==> config.mk <==
export PLATFORM = sky130hd
export DESIGN_NAME = keyboard_matrix_translator_top
export DESIGN_NICKNAME = d
export VERILOG_FILES = /design/src/sv/kmt_pkg.sv /design/src/sv/kmt_ram.sv /design/src/sv/kmt_front.sv /design/src/sv/kmt_queue.sv /design/src/sv/kmt_back.sv /design/src/sv/keyboard_matrix_translator_top.sv
export SDC_FILE = /design/constraint.sdc
export NUM_CORES = 2
export LEC_CHECK = 0
export ABC_AREA = 1
export BUFFER_PORTS_ARGS = -buffer_cell sky130_fd_sc_hd__clkbuf_2
export CAP_MARGIN = 20
export CORE_UTILIZATION = 45
export DETAILED_ROUTE_END_ITERATION = 6
export PLACE_DENSITY = 0.66
export SYNTH_ARGS = -nofsm -noshare
export SYNTH_HDL_FRONTEND = slang
export SYNTH_MEMORY_MAX_BITS = 65536
export SYNTH_SLANG_ARGS = --single-unit
==> constraint.sdc <==
create_clock -name clock -period 10.6 [get_ports clock]
set_input_delay 2.65 -clock clock [delete_from_list [all_inputs] [get_ports clock]]
set_output_delay 2.65 -clock clock [all_outputs]
set_load 0.02 [all_outputs]
==> src/sv/kmt_pkg.sv <==
// ----------------------------------------------------------------------------
// kmt_pkg
// Shared types and constants of the keyboard matrix translator: channel
// payloads, the classified item passed from front to back, table layout.
// ----------------------------------------------------------------------------
`default_nettype none

package kmt_pkg;

   // command codes on the request channel
   localparam logic CMD_LOAD = 1'b0;
   localparam logic CMD_KEY  = 1'b1;

   // idle row value (all keys up, active low)
   localparam logic [4:0] ROW_IDLE = 5'd31;

   // modifier key positions
   localparam int POS_LSHIFT     = 93;
   localparam int POS_RSHIFT     = 94;
   localparam int POS_CTRL_FIRST = 95;
   localparam int POS_CTRL_LAST  = 98;

   // table entry: {plain, shifted, control, both, flags}
   localparam int ENTRY_W = 40;
   localparam logic [ENTRY_W-1:0] ENTRY_RESET = 40'hFF_FF_FF_FF_00;

   typedef struct packed {
      logic       cmd;
      logic [6:0] key_index;
      logic       key_pressed;
      logic [7:0] map_plain;
      logic [7:0] map_shifted;
      logic [7:0] map_control;
      logic [7:0] map_both;
      logic [7:0] map_flags;
   } req_type;

   typedef struct packed {
      logic [4:0] row_0;
      logic [4:0] row_1;
      logic [4:0] row_2;
      logic [4:0] row_3;
      logic [4:0] row_4;
      logic [4:0] row_5;
      logic [4:0] row_6;
      logic [4:0] row_7;
   } rsp_type;

   // what the back end does with an item before its scan
   typedef enum logic [1:0] {
      OP_NONE = 2'd0,
      OP_LOAD = 2'd1,
      OP_KEY  = 2'd2
   } op_type;

   typedef struct packed {
      op_type             op;
      logic [6:0]         key_index;
      logic               key_pressed;
      logic [ENTRY_W-1:0] entry;
   } item_type;

endpackage

`default_nettype wire

==> src/sv/kmt_ram.sv <==
// ----------------------------------------------------------------------------
// kmt_ram
// Generic single-write, single-read RAM with registered read data.
// ----------------------------------------------------------------------------
`default_nettype none

module kmt_ram #(
   parameter int WIDTH = 40,
   parameter int DEPTH = 105
) (
   input  wire logic                     clock,
   input  wire logic                     wr_en,
   input  wire logic [$clog2(DEPTH)-1:0] wr_addr,
   input  wire logic [WIDTH-1:0]         wr_data,
   input  wire logic                     rd_en,
   input  wire logic [$clog2(DEPTH)-1:0] rd_addr,
   output logic      [WIDTH-1:0]         rd_data
);

   logic [WIDTH-1:0] mem [DEPTH];

   // write port and registered read port
   always_ff @(posedge clock) begin
      if (wr_en) begin
         mem[wr_addr] <= wr_data;
      end
      if (rd_en) begin
         rd_data <= mem[rd_addr];
      end
   end

endmodule

`default_nettype wire

==> src/sv/kmt_front.sv <==
// ----------------------------------------------------------------------------
// kmt_front
// Input stage: accepts request items, classifies them as table load, key
// event or no-op (index out of range) and offers them to the queue.
// ----------------------------------------------------------------------------
`default_nettype none

module kmt_front #(
   parameter int NUM_HOST_KEYS = 105
) (
   input  wire logic              clock,
   input  wire logic              reset,
   input  wire logic              req_valid,
   output logic                   req_ready,
   input  wire kmt_pkg::req_type  req_data,
   output logic                   push_valid,
   input  wire logic              push_ready,
   output kmt_pkg::item_type      push_item
);

   import kmt_pkg::*;

   logic     vld_ff, vld_in;
   item_type item_ff, item_in;
   logic     in_range;
   logic     take;

   // classify the incoming item
   always_comb begin
      in_range            = ({1'b0, req_data.key_index} < 8'(NUM_HOST_KEYS));
      item_in.key_index   = req_data.key_index;
      item_in.key_pressed = req_data.key_pressed;
      item_in.entry       = {req_data.map_plain, req_data.map_shifted,
                             req_data.map_control, req_data.map_both,
                             req_data.map_flags};
      if (!in_range) begin
         item_in.op = OP_NONE;
      end else if (req_data.cmd == CMD_LOAD) begin
         item_in.op = OP_LOAD;
      end else begin
         item_in.op = OP_KEY;
      end
   end

   // hold one item until the queue takes it
   assign req_ready = !vld_ff || push_ready;
   assign take      = req_valid && req_ready;

   always_comb begin
      if (take) begin
         vld_in = 1'b1;
      end else if (push_ready) begin
         vld_in = 1'b0;
      end else begin
         vld_in = vld_ff;
      end
   end

   always_ff @(posedge clock) begin
      if (reset) begin
         vld_ff <= 1'b0;
      end else begin
         vld_ff <= vld_in;
      end
      if (take) begin
         item_ff <= item_in;
      end
   end

   assign push_valid = vld_ff;
   assign push_item  = item_ff;

endmodule

`default_nettype wire

==> src/sv/kmt_queue.sv <==
// ----------------------------------------------------------------------------
// kmt_queue
// Short FIFO of classified items between the front and back ends.
// ----------------------------------------------------------------------------
`default_nettype none

module kmt_queue #(
   parameter int DEPTH = 2
) (
   input  wire logic               clock,
   input  wire logic               reset,
   input  wire logic               push_valid,
   output logic                    push_ready,
   input  wire kmt_pkg::item_type  push_item,
   output logic                    pop_valid,
   input  wire logic               pop_ready,
   output kmt_pkg::item_type       pop_item
);

   import kmt_pkg::*;

   localparam int PTR_W = $clog2(DEPTH);
   localparam int CNT_W = $clog2(DEPTH + 1);
   localparam logic [PTR_W-1:0] PTR_LAST = PTR_W'(DEPTH - 1);

   item_type         slot_ff [DEPTH];
   logic [PTR_W-1:0] wr_ptr_ff, wr_ptr_in;
   logic [PTR_W-1:0] rd_ptr_ff, rd_ptr_in;
   logic [CNT_W-1:0] count_ff, count_in;
   logic             do_push, do_pop;

   assign push_ready = (count_ff != CNT_W'(DEPTH));
   assign pop_valid  = (count_ff != '0);
   assign pop_item   = slot_ff[rd_ptr_ff];
   assign do_push    = push_valid && push_ready;
   assign do_pop     = pop_valid && pop_ready;

   // advance pointers with wrap, track fill
   always_comb begin
      wr_ptr_in = wr_ptr_ff;
      rd_ptr_in = rd_ptr_ff;
      count_in  = count_ff;
      if (do_push) begin
         wr_ptr_in = (wr_ptr_ff == PTR_LAST) ? '0 : wr_ptr_ff + 1'b1;
      end
      if (do_pop) begin
         rd_ptr_in = (rd_ptr_ff == PTR_LAST) ? '0 : rd_ptr_ff + 1'b1;
      end
      if (do_push && !do_pop) begin
         count_in = count_ff + 1'b1;
      end else if (do_pop && !do_push) begin
         count_in = count_ff - 1'b1;
      end
   end

   always_ff @(posedge clock) begin
      if (reset) begin
         wr_ptr_ff <= '0;
         rd_ptr_ff <= '0;
         count_ff  <= '0;
      end else begin
         wr_ptr_ff <= wr_ptr_in;
         rd_ptr_ff <= rd_ptr_in;
         count_ff  <= count_in;
      end
      if (do_push) begin
         slot_ff[wr_ptr_ff] <= push_item;
      end
   end

endmodule

`default_nettype wire

==> src/sv/kmt_back.sv <==
// ----------------------------------------------------------------------------
// kmt_back
// Execution stage: applies a queued item to the held-key bits or the mapping
// table, then scans every table entry once to rebuild the matrix rows.
// ----------------------------------------------------------------------------
`default_nettype none

module kmt_back #(
   parameter int NUM_HOST_KEYS = 105
) (
   input  wire logic               clock,
   input  wire logic               reset,
   input  wire logic               pop_valid,
   output logic                    pop_ready,
   input  wire kmt_pkg::item_type  pop_item,
   output logic                    rsp_valid,
   input  wire logic               rsp_ready,
   output kmt_pkg::rsp_type        rsp_data
);

   import kmt_pkg::*;

   localparam int IDX_W = $clog2(NUM_HOST_KEYS);
   localparam logic [IDX_W-1:0] IDX_LAST = IDX_W'(NUM_HOST_KEYS - 1);

   typedef enum logic [2:0] {
      S_IDLE = 3'b001,
      S_SCAN = 3'b010,
      S_DONE = 3'b100
   } state_type;

   state_type                state_ff, state_in;
   logic [NUM_HOST_KEYS-1:0] held_ff, held_in;
   logic [NUM_HOST_KEYS-1:0] valid_ff, valid_in;
   logic [IDX_W-1:0]         scan_ff, scan_in;
   logic                     issue_ff, issue_in;
   logic                     rd_vld_ff, rd_vld_in;
   logic [IDX_W-1:0]         rd_pos_ff, rd_pos_in;
   logic [7:0][4:0]          rows_ff, rows_in;
   logic                     out_vld_ff, out_vld_in;
   logic [7:0][4:0]          out_rows_ff;

   logic                     out_load;
   logic                     ram_we;
   logic [IDX_W-1:0]         item_idx;
   logic [ENTRY_W-1:0]       ram_rd;
   logic [ENTRY_W-1:0]       entry;
   logic [1:0]               variant;
   logic                     shift_held, ctrl_held;
   logic [7:0]               mb;
   logic [1:0]               fl;

   assign item_idx  = pop_item.key_index[IDX_W-1:0];
   assign pop_ready = (state_ff == S_IDLE);
   assign ram_we    = pop_valid && pop_ready && (pop_item.op == OP_LOAD);
   assign out_load  = (state_ff == S_DONE) && (!out_vld_ff || rsp_ready);

   kmt_ram #(
      .WIDTH (ENTRY_W),
      .DEPTH (NUM_HOST_KEYS)
   ) u_table (
      .clock   (clock),
      .wr_en   (ram_we),
      .wr_addr (item_idx),
      .wr_data (pop_item.entry),
      .rd_en   (issue_ff),
      .rd_addr (scan_ff),
      .rd_data (ram_rd)
   );

   // pick the variant from held modifiers; absent positions never count
   always_comb begin
      shift_held = 1'b0;
      ctrl_held  = 1'b0;
      for (int i = 0; i < NUM_HOST_KEYS; i++) begin
         if (i == POS_LSHIFT || i == POS_RSHIFT) begin
            shift_held = shift_held | held_ff[i];
         end
         if (i >= POS_CTRL_FIRST && i <= POS_CTRL_LAST) begin
            ctrl_held = ctrl_held | held_ff[i];
         end
      end
      variant = {ctrl_held, shift_held};
   end

   // select mapping byte and flag pair of the entry just read
   always_comb begin
      entry = valid_ff[rd_pos_ff] ? ram_rd : ENTRY_RESET;
      unique case (variant)
         2'd0: begin
            mb = entry[39:32];
            fl = entry[7:6];
         end
         2'd1: begin
            mb = entry[31:24];
            fl = entry[5:4];
         end
         2'd2: begin
            mb = entry[23:16];
            fl = entry[3:2];
         end
         2'd3: begin
            mb = entry[15:8];
            fl = entry[1:0];
         end
         default: begin
            mb = entry[39:32];
            fl = entry[7:6];
         end
      endcase
   end

   // sequencer: apply, scan, hand off
   always_comb begin
      state_in  = state_ff;
      held_in   = held_ff;
      valid_in  = valid_ff;
      scan_in   = scan_ff;
      issue_in  = issue_ff;
      rd_vld_in = 1'b0;
      rd_pos_in = rd_pos_ff;
      rows_in   = rows_ff;
      unique case (state_ff)
         S_IDLE: begin
            if (pop_valid) begin
               if (pop_item.op == OP_LOAD) begin
                  valid_in[item_idx] = 1'b1;
               end else if (pop_item.op == OP_KEY) begin
                  held_in[item_idx] = pop_item.key_pressed;
               end
               scan_in  = '0;
               issue_in = 1'b1;
               rows_in  = {8{ROW_IDLE}};
               state_in = S_SCAN;
            end
         end
         S_SCAN: begin
            // issue reads one entry a cycle
            if (issue_ff) begin
               rd_vld_in = 1'b1;
               rd_pos_in = scan_ff;
               if (scan_ff == IDX_LAST) begin
                  issue_in = 1'b0;
               end else begin
                  scan_in = scan_ff + 1'b1;
               end
            end
            // fold the returned entry into the rows
            if (rd_vld_ff && held_ff[rd_pos_ff]) begin
               for (int r = 0; r < 8; r++) begin
                  if (mb[7:5] == 3'(r)) begin
                     rows_in[r] = rows_in[r] & mb[4:0];
                  end
               end
               rows_in[0][0] = rows_in[0][0] & ~fl[0];
               rows_in[7][1] = rows_in[7][1] & ~fl[1];
            end
            if (rd_vld_ff && !issue_ff) begin
               state_in = S_DONE;
            end
         end
         S_DONE: begin
            if (out_load) begin
               state_in = S_IDLE;
            end
         end
         default: begin
            state_in = S_IDLE;
         end
      endcase
   end

   // output register
   always_comb begin
      if (out_load) begin
         out_vld_in = 1'b1;
      end else if (rsp_ready) begin
         out_vld_in = 1'b0;
      end else begin
         out_vld_in = out_vld_ff;
      end
   end

   always_ff @(posedge clock) begin
      if (reset) begin
         state_ff   <= S_IDLE;
         held_ff    <= '0;
         valid_ff   <= '0;
         issue_ff   <= 1'b0;
         rd_vld_ff  <= 1'b0;
         out_vld_ff <= 1'b0;
      end else begin
         state_ff   <= state_in;
         held_ff    <= held_in;
         valid_ff   <= valid_in;
         issue_ff   <= issue_in;
         rd_vld_ff  <= rd_vld_in;
         out_vld_ff <= out_vld_in;
      end
      scan_ff   <= scan_in;
      rd_pos_ff <= rd_pos_in;
      rows_ff   <= rows_in;
      if (out_load) begin
         out_rows_ff <= rows_ff;
      end
   end

   assign rsp_valid      = out_vld_ff;
   assign rsp_data.row_0 = out_rows_ff[0];
   assign rsp_data.row_1 = out_rows_ff[1];
   assign rsp_data.row_2 = out_rows_ff[2];
   assign rsp_data.row_3 = out_rows_ff[3];
   assign rsp_data.row_4 = out_rows_ff[4];
   assign rsp_data.row_5 = out_rows_ff[5];
   assign rsp_data.row_6 = out_rows_ff[6];
   assign rsp_data.row_7 = out_rows_ff[7];

   // held keys must not move while a scan is in flight
   a_held_stable_in_scan: assert property (@(posedge clock) disable iff (reset)
      (state_ff == S_SCAN) |=> $stable(held_ff))
      else $error("held keys changed during scan");

   // table writes only happen when an item is taken in idle
   a_write_only_idle: assert property (@(posedge clock) disable iff (reset)
      ram_we |-> (state_ff == S_IDLE) && !issue_ff)
      else $error("table write outside idle");

   // read data is folded only while scanning
   a_read_in_scan: assert property (@(posedge clock) disable iff (reset)
      rd_vld_ff |-> (state_ff == S_SCAN))
      else $error("read return outside scan");

   // a finished result never overwrites one still waiting
   a_no_overwrite: assert property (@(posedge clock) disable iff (reset)
      out_load |-> (!out_vld_ff || rsp_ready))
      else $error("result register overwritten");

endmodule

`default_nettype wire

==> src/sv/keyboard_matrix_translator_top.sv <==
// ----------------------------------------------------------------------------
// keyboard_matrix_translator_top
// Turns held host keys into eight active-low 5-bit keyboard matrix rows.
// ----------------------------------------------------------------------------
// Usage:
//   req_* channel: one item either loads the five-byte mapping entry of a key
//   (cmd = load) or sets the held state of a key (cmd = key). Indexes at or
//   above NUM_HOST_KEYS change nothing but still produce a result.
//   rsp_* channel: one item per request, carrying all eight rows after the
//   request took effect.
//   Path: an input register, the queue, an apply step, a scan that reads one
//   table entry per cycle from the mapping RAM, and a hand-off to the output
//   register. The scan sets the pace: the back end takes no new item until
//   its scan is through and its rows are handed off. Up to three further
//   items are buffered in the input register and the queue while a scan runs.
//   Reset releases all keys and makes every table entry read as 0xFF
//   mapping bytes with a zero flag byte; no clearing pass is needed.
//   When the receiver stalls, the finished rows wait in the output register;
//   the next scan still runs and then holds until that register frees.
// ----------------------------------------------------------------------------
`default_nettype none

module keyboard_matrix_translator_top #(
   parameter int NUM_HOST_KEYS = 105
) (
   input  wire logic              clock,
   input  wire logic              reset,
   input  wire logic              req_valid,
   output logic                   req_ready,
   input  wire kmt_pkg::req_type  req_data,
   output logic                   rsp_valid,
   input  wire logic              rsp_ready,
   output kmt_pkg::rsp_type       rsp_data
);

   import kmt_pkg::*;

   logic     push_valid, push_ready;
   item_type push_item;
   logic     pop_valid, pop_ready;
   item_type pop_item;

   kmt_front #(
      .NUM_HOST_KEYS (NUM_HOST_KEYS)
   ) u_front (
      .clock      (clock),
      .reset      (reset),
      .req_valid  (req_valid),
      .req_ready  (req_ready),
      .req_data   (req_data),
      .push_valid (push_valid),
      .push_ready (push_ready),
      .push_item  (push_item)
   );

   kmt_queue #(
      .DEPTH (2)
   ) u_queue (
      .clock      (clock),
      .reset      (reset),
      .push_valid (push_valid),
      .push_ready (push_ready),
      .push_item  (push_item),
      .pop_valid  (pop_valid),
      .pop_ready  (pop_ready),
      .pop_item   (pop_item)
   );

   kmt_back #(
      .NUM_HOST_KEYS (NUM_HOST_KEYS)
   ) u_back (
      .clock     (clock),
      .reset     (reset),
      .pop_valid (pop_valid),
      .pop_ready (pop_ready),
      .pop_item  (pop_item),
      .rsp_valid (rsp_valid),
      .rsp_ready (rsp_ready),
      .rsp_data  (rsp_data)
   );

endmodule

`default_nettype wire
* Yosys cells after proc, flatten, opt, wreduce, memory -nomap -nowiden *
Memories as Yosys holds them, arrays and structs flattened. A register that Yosys moved wholly into a read port is not among the register bits.
Cells that the tools add are included.
W data, S select, Z words.

word-level totals
  bits in writable memories = 4300
  bits in latches = 0
  memories kept = 2
  memory bits (read-only) = 0
  input port bits = 53
  register bits = 365

memories
  name                words  bits a word  read ports  clocked after Yosys merged registers in  write ports  line             text
  u_back.u_table.mem  105    40           1           1                                        1            kmt_ram.sv:20    logic [WIDTH-1:0] mem [DEPTH];
  u_queue.slot_ff     2      50           1           1                                        1            kmt_queue.sv:26  item_type slot_ff [DEPTH];

operators by class
  shifts and indexed selects = 0
  order comparisons = 4
  muxes and demuxes = 53
  $add $sub $neg = 5
  bitwise logic cells = 19
  multipliers = 0
  divide/modulo/power cells = 0
  equality and inequality tests = 31
  reductions and logical operators = 40

operators with widths
  operator               count
  $mux W40               3
  $bwmux W105            1
  $or A105 B105 Y105     1
  $pmux W40 S2           1
  $mux W5                12
  $and A5 B5 Y5          8
  $reduce_and A4 Y1      10
  $pmux W8 S4            1
  $ne A2 B1 Y1 const B   13
  $mux W7                3
  $mux W1                19
  $lt A7 B8 Y1 const B   2
  $eq A3 B3 Y1 const B   5
  $bmux W1 S7            2
  $pmux W7 S2            1
  $logic_and A1 B1 Y1    10
  $reduce_bool A2 Y1     5
  $eq A3 B2 Y1 const B   3
  $mux W3                3
  $pmux W3 S3            1
  $reduce_and A3 Y1      3
  $pmux W2 S4            1
  $add A7 B1 Y7 const B  1
  $demux W1 S7           1
  other kinds (21)       42

* Depth between registers and ports, before layout *
  depth in word-level cells = 12
  depth in mapped cells = 20

* Cells and area by module *
From an unflattened synthesis, not the netlist that was laid out.

second synthesis, totals
  cell total of the unflattened synthesis = 16167
  area total of the unflattened synthesis = 190378.8 sq um

by module, submodules not included
  module     cells each  seq. area each (sq um)  times used  area each (sq um)
  kmt_ram    13930       127322.1                1           170019.3
  kmt_back   1975        7146.9                  1           14662.8
  kmt_queue  193         3103.0                  1           4103.9
  kmt_front  69          1521.5                  1           1592.8

* Worst setup path after synthesis *
No wires, ideal clock.

  kind = input-to-reg
  start = input port rsp_ready
  end = register u_back.out_rows_ff (netlist bit u_back.rsp_data[0]) (enable)
  slack = 5778 ps
  required time = 10163 ps
  setup time = 437 ps
  path buffers = 0
  data arrival time = 4385 ps
  stages = 2
  cell sequence = nor2_1 -> nor2_1

on the way
  word-level cells in the longest chain between the ends = 2

RTL lines
  element               line                                  text
  from (decl)           keyboard_matrix_translator_top.sv:32  input wire logic rsp_ready,
  $logic_or A1 B1 Y1    kmt_back.sv:56                        assign out_load = (state_ff == S_DONE) && (!out_vld_ff || rsp_ready);
  $logic_and A1 B1 Y1   kmt_back.sv:56
  net u_back.out_load   kmt_back.sv:43                        logic out_load;
  to (signal assigned)  kmt_back.sv:204                       out_rows_ff <= rows_ff;
  to (decl)             kmt_back.sv:41                        logic [7:0][4:0] out_rows_ff;

The timed path passes the listed nets, and every way through them passes these cells.
A chain may end at the register's enable or synchronous reset.

==> impl_metrics.tcl <==
set metrics [dict create \
    grt_max_degree 207 \
    cp.required_ns 11.34 \
    gp_congestion 0.8833 \
    hold_buffers 0 \
    clk_pin_slew_worst_paths_ns 0.06 \
    cp_slowest_cell "edfxtp_1" \
    port_buffers 94 \
    final_nets 13763 \
    cp_max_fo 98 \
    wire_per_inst_um 28.48 \
    critPathArrivalTime_ns 6.23 \
    vdd_drop_max_mv 0.2670 \
    total_power_mw 54.51 \
    max_freq_ghz 0.1821 \
    fin_crit_sh_pct 51.80 \
    cts_max_path_buffers 4 \
    reg2reg_depth 9 \
    h-tree-depth 5 \
    start_util_pct 45.17 \
    area_growth_pct 11.20 \
    crit_top_cell "buf_4" \
    finalMaxSlewViolations 0 \
    final_cells 19523 \
    ys_types 55 \
    vias 120438 \
    yosysTopAreaCell "edfxtp_1" \
    post_cts_buffers 0 \
    worst_slack_ns 5.109 \
    cts_buffers 455 \
    ctsResizeCount 0 \
    io_pins 95 \
    die_area_um2 409900 \
    grt-ovfl-total 0 \
    grt_pass1_vias 111687 \
    postRouteAntennaNets 0 \
    final_area_um2 203800 \
    finalHoldViolations 0 \
    r2r-end "u_back.u_table.rd_data[20]" \
    ys_seq_elements 4706 \
    cap_violations 0 \
    status "finished with violations" \
    slew_headroom_pct 17.13 \
    r2r-start "u_back.scan_ff[2]" \
    drtIter0Drc 18556 \
    hp-start "u_back.rows_ff[10]" \
    fin_crit_ns 5.491 \
    synth_ff_type "edfxtp_1" \
    worstSetupPathDepth 9 \
    synthCells 13864 \
    coreArea_um2 405800 \
    die_w_um 640.2 \
    utilization_pct 50.23 \
    drt_drc_violations_left 4 \
    clock_sinks 4706 \
    worstMarginPinSlew_ns 1.230 \
    synth_area_um2 183300 \
    setup_viol 0 \
    synthTopCellsByArea "edfxtp_1 73%, o21ai_0 6.4%, nor2_1 4.6%" \
    drtPass1Iterations 7 \
    power-per-cell-area_nw_per_um2 267.5 \
    path_cells "buf_12 > inv_8 > buf_4 > buf_4 > o221ai_1 > nand3_1 > a32oi_1 > o211ai_1 > o21ai_0" \
    finClkSkew_ns 0.05866 \
    final_common_cell "edfxtp_1" \
    worstSetupStartpointType "register" \
    yosysWarnings 0 \
    criticalPathCategory "reg -> reg" \
    synth_nets 13920 \
    dp_slack_ns 5.296 \
    ys_seq_area_share_pct 75.88 \
    grt_antenna_before_repair 34 \
    postPlaceCellArea_um2 189600 \
    min_path_type "reg -> reg" \
    synth_edf_count 4484 \
    viasPerCell 6.169 \
    synth_async_sr_flop_share_pct 0 \
    synth_area_per_cell_um2 13.22 \
    clock-root-buffer "clkbuf_16" \
    grt_pass1_wl_um 789400 \
    holdWs_ns 0.4387 \
    reg2reg_slack_ns 5.11 \
    violations "DRC" \
    wirelength_um 556000 \
    layout-drive-gt1-share_pct 9.037 \
    hold_path_end "u_back.rsp_data[25]" \
    grt_usage_pct 26.33 \
    fp.dieH_um 640.2 \
    cpLargestDelayFamily "buffers and inverters" \
    rows 234 \
    tns_ns 0 \
    clk_latency_ns 1.03 \
    p_leak_nw 64.30 \
    slowest_delay_ns 0.82 \
    endpoint_kind "register" \
    holdPathStages 0 \
    num-fill-cells 34000 \
    cts_tree "done" \
    critPathBufInv 4 \
    synth_top_cell_area_share_pct 73.46 \
    rsz0062_at_grt "false" \
    dp_hpwl_um 287400 \
    dp.cells 18674 \
    final_cell_mix "4484 x edfxtp_1, 2327 x o21ai_0, 2233 x nor2_1" \
]
==> state kept, by name, summed over array words and instances (netlist names), named ones only <==
signal and flops:
u_front.push_valid 1, u_back.rsp_data 40, u_back.rd_pos_ff 7, u_back.valid_ff 105, u_back.rows_ff 40, u_back.u_table.mem 4200, u_back.rd_vld_ff 1, u_back.scan_ff 7
u_back.issue_ff 1, u_back.held_ff 105, u_front.push_item 50, u_queue.slot_ff 100, u_queue.rd_ptr_ff 1, u_back.rsp_valid 1, u_queue.count_ff 2, u_back.u_table.rd_data 40
u_back.state_ff 3, u_queue.wr_ptr_ff 1
==> power breakdown <==
group	total (mW)	leakage [nW]	switching [mW]	internal, mW
registers	22.2	42.0	0.181	22.0
logic	16.7	15.4	13.0	3.68
clock network	15.6	6.90	6.98	8.63
==> synth_stat cells, types with 3 or more instances <==
cell,number
o221ai_1,394
o311ai_0,3
edfxtp_1,4484
a211oi_1,25
mux2_2,41
nand3_1,661
nor3_1,18
nand4_1,38
o31ai_1,4
nand2_2,5
nand2_1,686
a21oi_1,369
a2bb2oi_1,5
o21a_1,60
a311oi_1,9
and3_1,4
inv_1,317
o22ai_1,621
a31o_2,5
buf_2,139
a32oi_1,9
buf_4,12
or2_2,5
clkbuf_1,829
buf_1,40
inv_2,11
a31oi_1,93
nand3b_1,4
o211ai_1,102
o21ai_0,2330
nor2_1,2246
dfxtp_1,222
buf_6,10
nor4_1,11
ha_1,3
o21ai_1,20
a221oi_1,5
==> kinds of logic after synthesis <==
group	Yosys count	synth area share (%)
flip-flops	4706	75.88
AND/OR/NAND/NOR	3689	8.144
buffers and inverters	1359	2.944
XOR/XNOR	1	0.004779
adder cells (fa/ha/maj)	3	0.02048
AO/OA/AOI/OAI	4063	12.74
multiplexers	43	0.2628
==> worst max path at each step <==
stage	end	start	slack (ns)
3_5_place_dp	u_back.u_table.rd_data[20]	u_back.scan_ff[2]	5.30
4_1_cts	u_back.u_table.rd_data[20]	u_back.scan_ff[2]	5.35
2_1_floorplan	u_back.rsp_data[0]	rsp_ready	5.78
3_3_place_gp	u_back.u_table.rd_data[15]	u_back.scan_ff[2]	5.22
6_report	u_back.u_table.rd_data[20]	u_back.scan_ff[2]	5.11
5_1_grt	u_back.u_table.rd_data[20]	u_back.scan_ff[2]	5.22
==> routing by layer <==
layer	routed length [µm]	vias to the layer above	track usage (%)
li1	-	51681	-
met1	212200	60122	36.29
met2	250100	7513	40.42
met3	66320	1112	5.444
met4	27290	10	11.84
met5	72	-	0
==> cell type report <==
| class | instances | area (µm²) | share of cell area [%] |
|---|---|---|---|
| Sequential cell | 4706 | 139100 | 68.24 |
| Multi-Input combinational cell | 7799 | 39220 | 19.24 |
| Clock buffer | 576 | 12000 | 5.885 |
| Tap cell | 5428 | 6792 | 3.332 |
| Timing Repair Buffer | 417 | 3252 | 1.595 |
| Clock inverter | 261 | 2166 | 1.063 |
| Inverter | 328 | 1277 | 0.6268 |
| Antenna cell | 8 | 20.02 | 0.009822 |
No activity file was read; power rests on OpenSTA's default activity.
